[config.mk]
export PLATFORM = sky130hd
export DESIGN_NAME = mbm_queue
export DESIGN_NICKNAME = d
export VERILOG_FILES = /design/src/sv/mbm_pkg.sv /design/src/sv/mbm_queue.sv
export SDC_FILE = /design/constraint.sdc
export NUM_CORES = 1
export LEC_CHECK = 0
export ABC_AREA = 1
export BUFFER_PORTS_ARGS = -buffer_cell sky130_fd_sc_hd__buf_4
export CAP_MARGIN = 20
export CORE_AREA = 10 10 119 121
export CTS_CLUSTER_DIAMETER = 50
export DETAILED_ROUTE_END_ITERATION = 6
export DIE_AREA = 0 0 129 131
export GPL_ROUTABILITY_DRIVEN = 1
export PLACE_DENSITY = 0.82
export REMOVE_ABC_BUFFERS = 1
export SLEW_MARGIN = 40
export SYNTH_ARGS = -nofsm -noshare
export SYNTH_HDL_FRONTEND = slang
export SYNTH_SLANG_ARGS = --single-unit
[constraint.sdc]
create_clock -name clk -period 11 [get_ports clk]
set_input_delay 1.1 -clock clk [delete_from_list [all_inputs] [get_ports clk]]
set_output_delay 1.1 -clock clk [all_outputs]
set_load 0.005 [all_outputs]
[src/sv/mbm_pkg.sv]
package mbm_pkg;

	localparam int FRAC_BITS  = 26;
	localparam int Q_W        = 32;
	localparam int IDX_W      = 10;
	localparam int STEP_W     = 31;
	localparam int ITER_W     = 20;
	localparam int CFG_IDX_W  = 3;
	localparam int CFG_DATA_W = 32;
	localparam int PROD_W     = 2 * Q_W;
	localparam int SQ_W       = PROD_W - FRAC_BITS;
	localparam int ACC_W      = 42;

	localparam int IMAGE_WIDTH_DEF  = 1024;
	localparam int IMAGE_HEIGHT_DEF = 1024;
	localparam int QUEUE_DEPTH_DEF  = 2;

	localparam logic signed [Q_W-1:0] X_ORIGIN_RST = 32'shFA00_0000;
	localparam logic signed [Q_W-1:0] Y_ORIGIN_RST = 32'shFC00_0000;
	localparam logic [STEP_W-1:0]     STEP_RST     = 31'd131200;
	localparam logic [ITER_W-1:0]     MAX_ITER_RST = 20'd1000000;

	localparam logic signed [SQ_W:0] ESCAPE_LIMIT = (SQ_W+1)'(64'd4 << FRAC_BITS);

	typedef enum logic [CFG_IDX_W-1:0] {
		REG_X_ORIGIN = 3'd0,
		REG_Y_ORIGIN = 3'd1,
		REG_X_STEP   = 3'd2,
		REG_Y_STEP   = 3'd3,
		REG_MAX_ITER = 3'd4
	} cfg_reg_t;

	typedef enum logic [1:0] {
		F_IDLE,
		F_MOD,
		F_MUL,
		F_PUSH
	} front_state_t;

	typedef enum logic [2:0] {
		B_IDLE,
		B_ADD,
		B_MUL,
		B_TEST,
		B_DONE
	} back_state_t;

	typedef struct packed {
		logic [IDX_W-1:0]        column;
		logic [IDX_W-1:0]        row;
		logic signed [Q_W-1:0]   cx;
		logic signed [Q_W-1:0]   cy;
	} job_t;

	// Clamp a wide signed sum to the Q6.26 range.
	function automatic logic signed [Q_W-1:0] sat_q(input logic signed [ACC_W-1:0] v);
		if (v[ACC_W-1:Q_W-1] == '0 || v[ACC_W-1:Q_W-1] == '1) begin
			return v[Q_W-1:0];
		end else if (v[ACC_W-1]) begin
			return {1'b1, {(Q_W-1){1'b0}}};
		end else begin
			return {1'b0, {(Q_W-1){1'b1}}};
		end
	endfunction

endpackage

[src/sv/mbm_queue.sv]
module mbm_queue #(
	parameter int DEPTH = mbm_pkg::QUEUE_DEPTH_DEF
) (
	input  logic          clk,
	input  logic          arst_n,
	input  logic          wr_en,
	input  mbm_pkg::job_t wr_data,
	output logic          full,
	input  logic          rd_en,
	output mbm_pkg::job_t rd_data,
	output logic          empty
);

	localparam int PTR_W = (DEPTH > 1) ? $clog2(DEPTH) : 1;
	localparam int CNT_W = $clog2(DEPTH + 1);

	mbm_pkg::job_t    mem_q [DEPTH];
	logic [PTR_W-1:0] wr_ptr_q, rd_ptr_q;
	logic [CNT_W-1:0] cnt_q;
	logic             do_wr, do_rd;

	assign full    = (cnt_q == CNT_W'(DEPTH));
	assign empty   = (cnt_q == '0);
	assign do_wr   = wr_en && !full;
	assign do_rd   = rd_en && !empty;
	assign rd_data = mem_q[rd_ptr_q];

	always_ff @(posedge clk or negedge arst_n) begin
		if (!arst_n) begin
			wr_ptr_q <= '0;
			rd_ptr_q <= '0;
			cnt_q    <= '0;
		end else begin
			if (do_wr) begin
				wr_ptr_q <= (wr_ptr_q == PTR_W'(DEPTH - 1)) ? '0 : wr_ptr_q + 1'b1;
			end
			if (do_rd) begin
				rd_ptr_q <= (rd_ptr_q == PTR_W'(DEPTH - 1)) ? '0 : rd_ptr_q + 1'b1;
			end
			if (do_wr && !do_rd) begin
				cnt_q <= cnt_q + 1'b1;
			end else if (do_rd && !do_wr) begin
				cnt_q <= cnt_q - 1'b1;
			end
		end
	end

	always_ff @(posedge clk) begin
		if (do_wr) mem_q[wr_ptr_q] <= wr_data;
	end

endmodule

; Word level (Yosys, flattened, before mapping)
; Memories as Yosys holds them, arrays and structs flattened.
; Index checks and enable logic that the tools add are counted.
[word_totals]
regBits = 4
ramBits = 168
inputBits = 88
output_inout_bits = 86
wordCells = 25
mem_count = 1
[op_classes]
addsub = 4
eq_ne = 1
mux = 6
reduce_logical = 10
[memory_table]
columns = memory, depth, word_bits, read_ports, rd_clocked_by_memory_dff, wr, line
row1 = mem_q, 2, 84, 1, 0, 1, mbm_queue.sv:17  ; mbm_pkg::job_t mem_q [DEPTH];
[ops]
columns = op, n
row1 = 1-bit logical AND, 4
row2 = 1-bit logical NOT, 4
row3 = 1-bit 2-to-1 mux, 4
row4 = 2-bit 2-to-1 mux, 2
row5 = "1-bit adder, second input constant", 2
row6 = "2-bit by 1-bit adder with 2-bit output, second input constant", 1
row7 = "2-bit equality test, second input constant", 1
row8 = 2-bit logical NOT, 1
row9 = 2-bit nonzero test, 1
row10 = "2-bit by 1-bit subtractor with 2-bit output, second input constant", 1

; Logic depth before layout (Yosys ltp)
[logic_depth]
depth_word = 7
ltp_mapped = 9
mapped_depth_nobuf = 9

; Least setup slack after synthesis
; OpenSTA, ideal clock, no wires.
[synth_path]
path_kind = input to register
start = input port wr_en
end = memory mem_q[1][0] (netlist bit), enable pin
setup_time_ns = 0.527
arrival_time_ns = 4.707
required_ns = 10.473
setup_slack_ns = 5.766
stages = 2
path_cell_list = o21ai_0 -> nor2_1
[synth_via]
elab_chain_cells = 3
[synth_rtl]
columns = item, line
row1 = from (decl), mbm_queue.sv:6  ; input logic wr_en,
row2 = 1-bit logical AND, mbm_queue.sv:24  ; assign do_wr = wr_en && !full;
row3 = 1-bit 2-to-1 mux, mbm_queue.sv:49  ; if (do_wr) mem_q[wr_ptr_q] <= wr_data;
row4 = 1-bit 2-to-1 mux (not written as such), mbm_queue.sv:49
row5 = to (decl), mbm_queue.sv:17
; Every way passes these cells.

==> results_dict.tcl <==
set metrics [dict create \
    outcome "finished clean" \
    r2r_cells 6 \
    criticalPathCategory "flop to output pin" \
    grt_max_degree 86 \
    synthAdderAreaFrac_pct 0.197 \
    worst_setup_path_start_kind "flop" \
    clock-sinks 172 \
    pwr_density_cell_nw_per_um2 264 \
    global_route.usage.met1_pct 18.4 \
    wl_per_cell_um 16.9 \
    overflow 0 \
    synth_common_cells "nand2_1 (261), edfxtp_1 (168), buf_2 (10)" \
    grt_usage_pct 16.0 \
    num-nets-final 739 \
    clk_pin_slew_ns 0.06 \
    syn_inst 471 \
    drive_gt1_share_pct 31.4 \
    syn-mean-instance-area_sq_um 13.5 \
    area_delta_synth_final_pct 30.9 \
    slowest_stage "buf_4" \
    fin_crit_sh_pct 30.0 \
    yosys.area.top_type "edfxtp_1" \
    cp.required_ns 9.90 \
    cts_buffers 17 \
    netlist_area_sq_um 6360 \
    place_ws_ns 7.95 \
    synth_top_family_by_area "simple AND/OR/NAND/NOR gates" \
    hold_viol 0 \
    critPathMaxFanout 51 \
    synth_edf_count 168 \
    post-dp-hpwl_um 9300 \
    dieArea_sq_um 16900 \
    cpPeakStageDelay_ns 0.56 \
    reg2reg_slack_ns 8.60 \
    rsz0062_at_grt "false" \
    total_power_uw 2200 \
    cap_viol_max_count 0 \
    synthSimpleGateAreaFrac_pct 15.9 \
    antenna_left 0 \
    busiest_layer "met2" \
    portBuffers 173 \
    tritoncts "done" \
    ys_types 15 \
    cts-root-buf "clkbuf_16" \
    route.detailed.drc 0 \
    yosysSeqAreaShare_pct 80.8 \
    p_leak_uw 0.00358 \
    yosysMostFrequentCell "nand2_1" \
    cp_cell_sequence "inv_2, buf_4, nand2_1, nand2_1, buf_4" \
    synth_ff_type "edfxtp_1" \
    ios 174 \
    max_freq_mhz 304 \
    worstSetupEndpointType "output pin" \
    yosys_warnings 0 \
    timing.rr.start "cnt_q[1]" \
    antenna_found_initial 0 \
    grt_pass1_vias 4100 \
    holdBufCountCts 0 \
    r2r_end "mem_q[0][15]" \
    arrival_ns 2.19 \
    ys_async_sr_fraction_pct 2.33 \
    hold_class "input port to asynchronous set/reset pin" \
    drv_slew 0 \
    gp_congestion 0.721 \
    avgViaCountPerCell 4.99 \
    diodes 0 \
    max_slew_margin_pct 54.6 \
    final.setup.worst_slack_ns 7.71 \
    synth.area.top_cells "edfxtp_1 (79%), nand2_1 (15%), dfrtp_1 (1.6%), buf_6 (1.2%), buf_2 (0.79%)" \
    ir_worst_vdd_uv 202 \
    synth_compound_area_share_pct 0.157 \
    setup_viol 0 \
    synth_mux_area_share_pct 0 \
    tightest_slew_ns 0.679 \
    initial_core_util_pct 53.9 \
    drt_wl_total_um 13700 \
    use_met2_pct 25.9 \
    rows 40 \
    htreeDepth 4 \
    clock_skew_ns 0.00712 \
    synth-seq-cells 172 \
    num_vias 4033 \
    placed_cell_area_sq_um 7770 \
    fin_area_sq_um 8330 \
    met3_usage_pct 6.89 \
    die_h_um 131 \
    fin_util_pct 70.5 \
    die_w_um 129 \
    first_pass_iters 4 \
    grt_pass1_wl_um 20800 \
    cts_buffer_depth 2 \
    fin_crit_ns 3.29 \
    cts.repair.resized 0 \
    core_sq_um 11800 \
    synth_top_area_share_pct 79.3 \
    setup_tns_ns 0 \
    drt_iter0_drc 395 \
    synth_xor_area_share_pct 0.138 \
    clk_latency_ns 0.41 \
    cts_setup_buffers 0 \
]
==> stage by stage <==
| step | cells | hold slack, ns |
|---|---|---|
| 5_1_grt | 809 | 0.452 |
| 4_1_cts | 809 | 0.455 |
| 6_report | 809 | 0.472 |
| 2_1_floorplan | 452 | 0.449 |
| 3_5_place_dp | 778 | 0.535 |
| 3_3_place_gp | 776 | 0.465 |
==> power breakdown <==
part / internal (uW) / total [uW] / switching, uW
Clock: 330 / 559 / 229
Sequential: 895 / 932 / 36.9
Combinational: 303 / 708 / 405
Total: 1530 / 2200 / 671
==> cells in the final DEF (no fill, tap or decap), types with 2 or more instances in the layout <==
master / netlist / final
nand2_1: 261 / 261
buf_4: 2 / 176
edfxtp_1: 168 / 168
clkbuf_16: 0 / 17
inv_1: 7 / 6
clkinv_1: 0 / 5
nor2_1: 4 / 3
dfrtp_1: 4 / 3
o21ai_0: 2 / 2
clkinv_2: 0 / 2
bufinv_16: 0 / 2
clkinvlp_4: 0 / 2
clkinv_4: 0 / 2
buf_8: 0 / 2
==> flip-flops by register name, summed over array words and instances, names as in the netlist <==
signal,cells
cnt_q,2
wr_ptr_q,1
rd_ptr_q,1
mem_q,168
==> worst max path at each step <==
stage | from | to | slack (ns) | depth (start not counted)
after global routing | rd_ptr_q | rd_data[60] | 7.49 | 5
after CTS | rd_ptr_q | rd_data[79] | 7.65 | 5
after global placement | wr_en | mem_q[1][49] | 7.72 | 4
after detailed placement | wr_en | mem_q[0][74] | 7.95 | 6
final | rd_ptr_q | rd_data[77] | 7.71 | 5
after floorplan | wr_en | mem_q[1][0] | 5.77 | 2
==> worst max-delay path: cells and delay by family (launching register included) <==
kind | cells | cell delay (ns)
flops | 1 | 0.41
simple gates | 2 | 0.21
buf+inv | 3 | 1.12
==> layer usage <==
metal / vias up / wire length (um) / part of all wire, %
met3: 29 / 1340 / 9.8
met4: 0 / 321 / 2.3
met1: 1902 / 5340 / 39
li1: 1938 / - / -
met2: 164 / 6670 / 49
met5: - / 0 / 0
==> final cells by class <==
cell class | count | area [sq um]
sequential | 172 | 5150
clock inverter | 13 | 125
clock buffer | 18 | 429
multi-input combinational | 272 | 1050
inverter | 8 | 31.3
fill | 787 | 3480
timing repair buffer | 179 | 1360
tap | 147 | 184
==> logic make-up after synthesis <==
family,count (synthesis)
flip-flops,172
AO/OA/AOI/OAI,2
XOR/XNOR,1
buffers and inverters,27
adder cells (fa/ha/maj),1
AND/OR/NAND/NOR,268
No activity file was read; power rests on OpenSTA's default activity.
