### config.mk
export PLATFORM = sky130hd
export DESIGN_NAME = mbm_front
export DESIGN_NICKNAME = d
export VERILOG_FILES = /design/src/sv/mbm_pkg.sv /design/src/sv/mbm_front.sv
export SDC_FILE = /design/constraint.sdc
export NUM_CORES = 2
export LEC_CHECK = 0
export CORE_MARGIN = 1.5
export CORE_UTILIZATION = 45
export DETAILED_ROUTE_END_ITERATION = 12
export DONT_BUFFER_PORTS = 1
export PLACE_DENSITY_LB_ADDON = 0.12
export SYNTH_ARGS = -nofsm -noshare
export SYNTH_HDL_FRONTEND = slang
export SYNTH_SLANG_ARGS = --single-unit
export TNS_END_PERCENT = 5
### constraint.sdc
create_clock -name clk -period 8 [get_ports clk]
set_input_delay 1.6 -clock clk [delete_from_list [all_inputs] [get_ports clk]]
set_output_delay 1.6 -clock clk [all_outputs]
set_load 0.03 [all_outputs]
### src/sv/mbm_pkg.sv
package mbm_pkg;

	localparam int FRAC_BITS  = 26;
	localparam int Q_W        = 32;
	localparam int IDX_W      = 10;
	localparam int STEP_W     = 31;
	localparam int ITER_W     = 20;
	localparam int CFG_IDX_W  = 3;
	localparam int CFG_DATA_W = 32;
	localparam int PROD_W     = 2 * Q_W;
	localparam int SQ_W       = PROD_W - FRAC_BITS;
	localparam int ACC_W      = 42;

	localparam int IMAGE_WIDTH_DEF  = 1024;
	localparam int IMAGE_HEIGHT_DEF = 1024;
	localparam int QUEUE_DEPTH_DEF  = 2;

	localparam logic signed [Q_W-1:0] X_ORIGIN_RST = 32'shFA00_0000;
	localparam logic signed [Q_W-1:0] Y_ORIGIN_RST = 32'shFC00_0000;
	localparam logic [STEP_W-1:0]     STEP_RST     = 31'd131200;
	localparam logic [ITER_W-1:0]     MAX_ITER_RST = 20'd1000000;

	localparam logic signed [SQ_W:0] ESCAPE_LIMIT = (SQ_W+1)'(64'd4 << FRAC_BITS);

	typedef enum logic [CFG_IDX_W-1:0] {
		REG_X_ORIGIN = 3'd0,
		REG_Y_ORIGIN = 3'd1,
		REG_X_STEP   = 3'd2,
		REG_Y_STEP   = 3'd3,
		REG_MAX_ITER = 3'd4
	} cfg_reg_t;

	typedef enum logic [1:0] {
		F_IDLE,
		F_MOD,
		F_MUL,
		F_PUSH
	} front_state_t;

	typedef enum logic [2:0] {
		B_IDLE,
		B_ADD,
		B_MUL,
		B_TEST,
		B_DONE
	} back_state_t;

	typedef struct packed {
		logic [IDX_W-1:0]        column;
		logic [IDX_W-1:0]        row;
		logic signed [Q_W-1:0]   cx;
		logic signed [Q_W-1:0]   cy;
	} job_t;

	// Clamp a wide signed sum to the Q6.26 range.
	function automatic logic signed [Q_W-1:0] sat_q(input logic signed [ACC_W-1:0] v);
		if (v[ACC_W-1:Q_W-1] == '0 || v[ACC_W-1:Q_W-1] == '1) begin
			return v[Q_W-1:0];
		end else if (v[ACC_W-1]) begin
			return {1'b1, {(Q_W-1){1'b0}}};
		end else begin
			return {1'b0, {(Q_W-1){1'b1}}};
		end
	endfunction

endpackage

### src/sv/mbm_front.sv
module mbm_front #(
	parameter int IMAGE_WIDTH  = mbm_pkg::IMAGE_WIDTH_DEF,
	parameter int IMAGE_HEIGHT = mbm_pkg::IMAGE_HEIGHT_DEF
) (
	input  logic                             clk,
	input  logic                             arst_n,
	input  logic                             push,
	output logic                             full,
	input  logic [mbm_pkg::IDX_W-1:0]        column,
	input  logic [mbm_pkg::IDX_W-1:0]        row,
	input  logic signed [mbm_pkg::Q_W-1:0]   x_origin,
	input  logic signed [mbm_pkg::Q_W-1:0]   y_origin,
	input  logic [mbm_pkg::STEP_W-1:0]       x_step,
	input  logic [mbm_pkg::STEP_W-1:0]       y_step,
	output logic                             job_push,
	output mbm_pkg::job_t                    job,
	input  logic                             job_full
);

	localparam int WB    = $clog2(IMAGE_WIDTH + 1);
	localparam int HB    = $clog2(IMAGE_HEIGHT + 1);
	localparam int CW    = mbm_pkg::IDX_W + WB;
	localparam int CH    = mbm_pkg::IDX_W + HB;
	localparam int PW    = mbm_pkg::IDX_W + mbm_pkg::STEP_W;
	localparam int EXT   = mbm_pkg::ACC_W - PW;
	// Rounded-up reciprocals; with CW/CH fraction bits the quotient is exact
	// for every index that fits the port.
	localparam longint XRECIP = ((longint'(1) << CW) + IMAGE_WIDTH - 1) / IMAGE_WIDTH;
	localparam longint YRECIP = ((longint'(1) << CH) + IMAGE_HEIGHT - 1) / IMAGE_HEIGHT;
	localparam int XQW   = mbm_pkg::IDX_W + CW;
	localparam int YQW   = mbm_pkg::IDX_W + CH;

	mbm_pkg::front_state_t state_q, state_d;

	logic [mbm_pkg::IDX_W-1:0] col_q, row_q, rcol_q, rrow_q;
	logic [mbm_pkg::IDX_W-1:0] cq_q, rq_q;
	logic [PW-1:0]             xprod_q, yprod_q;

	logic [XQW-1:0]            col_prod;
	logic [YQW-1:0]            row_prod;
	logic signed [mbm_pkg::ACC_W-1:0] x_sum, y_sum;
	logic                      accept;

	assign accept = push && !full;

	// Index reduction: quotient by reciprocal multiply at accept, remainder next cycle.
	assign col_prod = XQW'(column) * XQW'(XRECIP);
	assign row_prod = YQW'(row) * YQW'(YRECIP);

	assign x_sum = mbm_pkg::ACC_W'(x_origin) + $signed({{EXT{1'b0}}, xprod_q});
	assign y_sum = mbm_pkg::ACC_W'(y_origin) + $signed({{EXT{1'b0}}, yprod_q});

	always_ff @(posedge clk or negedge arst_n) begin
		if (!arst_n) begin
			state_q <= mbm_pkg::F_IDLE;
		end else begin
			state_q <= state_d;
		end
	end

	always_comb begin
		state_d  = state_q;
		full     = 1'b1;
		job_push = 1'b0;
		case (state_q)
			mbm_pkg::F_IDLE: begin
				full = 1'b0;
				if (push) state_d = mbm_pkg::F_MOD;
			end
			mbm_pkg::F_MOD: begin
				state_d = mbm_pkg::F_MUL;
			end
			mbm_pkg::F_MUL: begin
				state_d = mbm_pkg::F_PUSH;
			end
			mbm_pkg::F_PUSH: begin
				job_push = 1'b1;
				if (!job_full) state_d = mbm_pkg::F_IDLE;
			end
			default: state_d = mbm_pkg::F_IDLE;
		endcase
	end

	always_ff @(posedge clk) begin
		if (accept) begin
			col_q <= column;
			row_q <= row;
			cq_q  <= col_prod[XQW-1:CW];
			rq_q  <= row_prod[YQW-1:CH];
		end
		if (state_q == mbm_pkg::F_MOD) begin
			rcol_q <= mbm_pkg::IDX_W'(CW'(col_q) - CW'(cq_q) * CW'(IMAGE_WIDTH));
			rrow_q <= mbm_pkg::IDX_W'(CH'(row_q) - CH'(rq_q) * CH'(IMAGE_HEIGHT));
		end
		if (state_q == mbm_pkg::F_MUL) begin
			xprod_q <= PW'(rcol_q) * PW'(x_step);
			yprod_q <= PW'(rrow_q) * PW'(y_step);
		end
	end

	assign job = '{
		column: col_q,
		row:    row_q,
		cx:     mbm_pkg::sat_q(x_sum),
		cy:     mbm_pkg::sat_q(y_sum)
	};

endmodule

; ---- Word level (Yosys, flattened, before mapping)
; Cells that the tools add are included.
[op_classes]
reduce_logical = 7
n_mux = 9
add_sub_neg = 2
mul = 2
n_eq_ne = 7
[ops]
columns = op, count
row1 = 32-bit two-way mux, 4
row2 = 32-bit by 42-bit adder with 42-bit output, 2
row3 = 10-bit by 31-bit multiplier with 41-bit output, 2
row4 = "11-bit equality test, second input constant", 2
row5 = 11-bit zero test, 2
row6 = 2-bit one-hot mux with 4 select lines, 1
row7 = "2-bit equality test, second input constant", 2
row8 = 2-bit two-way mux, 2
row9 = "2-bit != test, second input constant", 2
row10 = "2-bit by 1-bit equality test with 1-bit output, second input constant", 1
row11 = 2-bit zero test, 1
row12 = 1-bit logical OR, 2
row13 = 1-bit two-way mux, 2
row14 = 2-bit AND reduction, 1
row15 = 1-bit logical AND, 1
[totals]
word_cells = 34
inputBits = 150
regBits = 124
output_inout_bits = 86

; ---- Logic depth before layout (Yosys ltp)
[depth]
word_depth = 4
mapped_depth = 24
mapped_depth_nobuf = 23

; ---- Worst setup path before layout
; No wires, ideal clock.
[synth_path]
kind = input to register
start = input port y_step[7] in the netlist's numbering
end = register yprod_q[39] (data pin)
slack_ps = 731
t_arrival_ps = 7012
cell_stages = 23
setup_ps = 258
cell_sequence = clkbuf_1 nand2_1 fa_1 inv_1 fa_1 inv_1 fa_1 inv_1 fa_1 inv_1 fa_1 inv_1 ha_1 and4_1 nand2_1 and3_1 a211oi_1 a31o_2 a211oi_1 o41ai_1 a21bo_2 a21oi_1 xnor2_1
[synth_between]
elab_chain_len = 1
[synth_rtl]
columns = element, line_no
row1 = start: declaration, mbm_front.sv:14  ; input logic [mbm_pkg::STEP_W-1:0] y_step,
row2 = 10-bit by 31-bit multiplier with 41-bit output, mbm_front.sv:97  ; yprod_q <= PW'(rrow_q) * PW'(y_step);
row3 = end signal: assignment, mbm_front.sv:97
row4 = end: declaration, mbm_front.sv:37  ; logic [PW-1:0] xprod_q, yprod_q;
; Every way passes these cells.
; A chain may end at the register's enable or synchronous reset.

==> results_dict.tcl <==
set metrics [dict create \
    floorplan.die.height_um 253 \
    cts_tree "done" \
    timing.critical_path.arrival_ps 6000 \
    design.die.area_um2 64000 \
    final_hold_viol_count 0 \
    overflow 0 \
    dominant_combinational_cell_family_by_area_after_synthesis "adder cells" \
    buffer_count_from_post_cts_setup_fixing 0 \
    first_pass_iters 5 \
    dr_total_vias 20800 \
    port_buffers 0 \
    synth_compound_area_share_pct 13.2 \
    ys_dominant_reg_cell "sky130_fd_sc_hd__edfxtp_1" \
    dpl_worst_slack_ps 454 \
    slack_of_the_critical_path_ps 397 \
    cp_cell_sequence "ha_1, inv_1, fa_1, nand2b_1, a21o_1, a31oi_2, a221o_1, a21oi_1, a2111oi_0, o221ai_1, xnor2_1, inv_1, a2bb2oi_4, buf_4, o21ai_2" \
    drt-wirelength-per-cell_um 18.7 \
    post_synth_instance_area_um2 28100 \
    run_status "finished, final reports clean" \
    worstSetupEndpointType "primary output" \
    detail_route.drc_violations 0 \
    crit_path_buffers_inverters 3 \
    drt-initial-drc-count 1269 \
    root_buffer "sky130_fd_sc_hd__clkbuf_16" \
    max_clock_freq_ghz 0.132 \
    yosysSeqAreaShare_pct 13.2 \
    final_nets 3832 \
    count_of_flip_flops_with_a_built_in_enable_after_synthesis 122 \
    yosys.area_share.adder_pct 43.5 \
    track_usage_pct 22.9 \
    most_common_cell_after_layout_fill_and_taps_aside "sky130_fd_sc_hd__inv_1" \
    initial_standard_cell_utilization_of_the_core_pct 45.6 \
    std_cell_rows 91 \
    fillCellCount 5928 \
    post_drt_via_cell_ratio 5.41 \
    synth_xor_xnor_area_share_pct 4.70 \
    tightestPinTransition_ps 1300 \
    cpMostUsedCell "sky130_fd_sc_hd__inv_1" \
    fin_crit_sh_pct 95.0 \
    die-width_um 253 \
    ys_seq_elements 124 \
    timing.hold.worst.class "flip-flop to flip-flop" \
    clock_insertion_delay_worst_skew_ps 470 \
    criticalPathCategory "primary input to primary output" \
    layout_common_cells "488 x sky130_fd_sc_hd__inv_1, 462 x sky130_fd_sc_hd__fa_1, 378 x sky130_fd_sc_hd__nand2_1" \
    area.growth.synth_to_final_pct 4.12 \
    cp_max_fo 16 \
    startpoint_type "primary input" \
    ctsLongestPathBuffers 2 \
    drtAntennaViolNets 0 \
    post_route_cells_drive_above_1_share_pct 4.81 \
    finalWirelength_mm 71.8 \
    cts.sinks 124 \
    slowest_cell_on_the_critical_path "sky130_fd_sc_hd__a2111oi_0" \
    grt_start_max_net_pins 57 \
    timing.setup.tns_ps 0 \
    relSlewSlack_pct 13.2 \
    slew_violations 0 \
    synthDistinctLibCells 79 \
    synth_fp_nets 3941 \
    critical-path-max-stage-delay_ps 820 \
    antenna_found_initial 0 \
    synthMuxAreaShare_pct 0.0756 \
    period_minus_slack_ps 7600 \
    detailedPlacementHpwl_mm 60.0 \
    routabilityCongestion 0.905 \
    htree_num_levels 4 \
    cts_buffers 17 \
    yosysWarningCount 0 \
    via_count_of_the_first_global_routing_pass 21800 \
    cap_viol_max_count 0 \
    count_of_final_setup_violators 0 \
    critical-path-top-delay-family "compound AO/OA/AOI/OAI gates" \
    grt_first_pass_wirelength_mm 115 \
    clock_tree_skew_after_final_layout_ps 14.7 \
    synth_async_sr_flop_share_pct 1.61 \
    holdBufCountCts 0 \
    path_clk_slew_ps 60 \
    placeable_core_region_um2 61700 \
    syn-instance-count 3090 \
    crit_required_ps 6400 \
    synth.avg_cell_area_um2 9.11 \
    setup_repair_after_global_routing_missed_its_margin "false" \
    synthSimpleGateAreaFrac_pct 16.4 \
    ctsResizeCount 0 \
    boundaryPins 236 \
]
==> worst min-delay path, stage by stage (launching register included) <==
cell,delay [ps]
sky130_fd_sc_hd__dfrtp_1,420
sky130_fd_sc_hd__inv_1,140
sky130_fd_sc_hd__o21ai_0,100
==> kinds of logic (layout without fill, tap and decap cells) <==
group | count (synthesis) | after routing
muxes | 2 | 2
buffers and inverters | 644 | 548
and+or+nand+nor | 922 | 922
DFF | 124 | 124
AOI/OAI and AO/OA | 547 | 547
adders and majority gates | 701 | 701
other | 0 | 5
xor gates and xnor gates | 150 | 150
==> metal layers <==
metal,up-vias,GRT usage (%),wire length [um]
met2,563,36.5,32700
met5,-,0,0
met3,75,4.26,4300
met1,10400,31.9,33300
li1,9694,-,-
met4,0,6.52,1490
==> cell usage after synthesis, drive strengths merged (3+ instances only) <==
cell / number / area, um2
a2111oi: 4 / 35.0
a211o: 4 / 35.0
a211oi: 15 / 113
a21boi: 4 / 33.8
a21o: 95 / 721
a21oi: 185 / 1050
a221o: 4 / 40.0
a221oi: 3 / 26.3
a2bb2oi: 4 / 41.3
a31o: 3 / 26.3
a31oi: 14 / 93.8
and2: 320 / 2000
and3: 12 / 75.1
and4: 6 / 52.6
buf: 26 / 196
clkbuf: 130 / 488
edfxtp: 122 / 3660
fa: 462 / 9250
ha: 239 / 2990
inv: 488 / 1830
nand2: 378 / 1420
nand2b: 13 / 81.3
nand3: 33 / 170
nand4: 27 / 169
nor2: 79 / 297
nor2b: 9 / 56.3
nor3: 22 / 110
o211ai: 4 / 40.0
o21a: 21 / 158
o21ai: 116 / 701
o21bai: 30 / 225
o221ai: 3 / 26.3
o22ai: 6 / 37.5
o31ai: 8 / 60.1
o41ai: 5 / 51.3
or2: 3 / 18.8
or3: 9 / 61.3
xnor2: 93 / 822
xor2: 57 / 499
==> per-stage QoR <==
| stage | util, % | hold slack, ps | std cells | cell area, um2 |
|---|---|---|---|---|
| floorplan | - | 567 | 3090 | 28100 |
| global placement | 46.6 | 673 | 3799 | 28700 |
| detailed placement | 46.6 | 687 | 3799 | 28700 |
| CTS | 47.5 | 702 | 3831 | 29300 |
| global route | 47.5 | 724 | 3831 | 29300 |
| finish | 47.5 | 706 | 3836 | 29300 |
==> sequential cells by signal, summed over array words and instances, names as in the netlist <==
signal and flops:
xprod_q 41, state_q 2, rcol_q 10, row_q 10, yprod_q 41, rrow_q 10, col_q 10
==> final cells by class <==
cell class	instances	area, um2	area share, %
multi-input combinational	2322	21900	74.9
clock buffer	17	425	1.45
antenna	5	12.5	0.0427
tap	837	1050	3.57
clock inverter	15	124	0.423
inverter	488	1830	6.25
sequential	124	3710	12.7
timing repair buffer	28	210	0.717
==> final timing paths <==
check	to	cells past startpoint	slack, ps	from
min	state_q[1]	2	710	state_q[1]
min in group asynchronous	state_q[1]	0	820	arst_n
max in group asynchronous	state_q[0]	0	7110	arst_n
min reg2reg	state_q[1]	2	710	state_q[1]
max reg2reg	yprod_q[39]	21	900	rrow_q[5]
max	job[50]	15	400	x_origin[0]
Power is left out: the tool's default activity adds up to more than one toggle a clock period on the data nets, which glitch-free logic cannot reach.
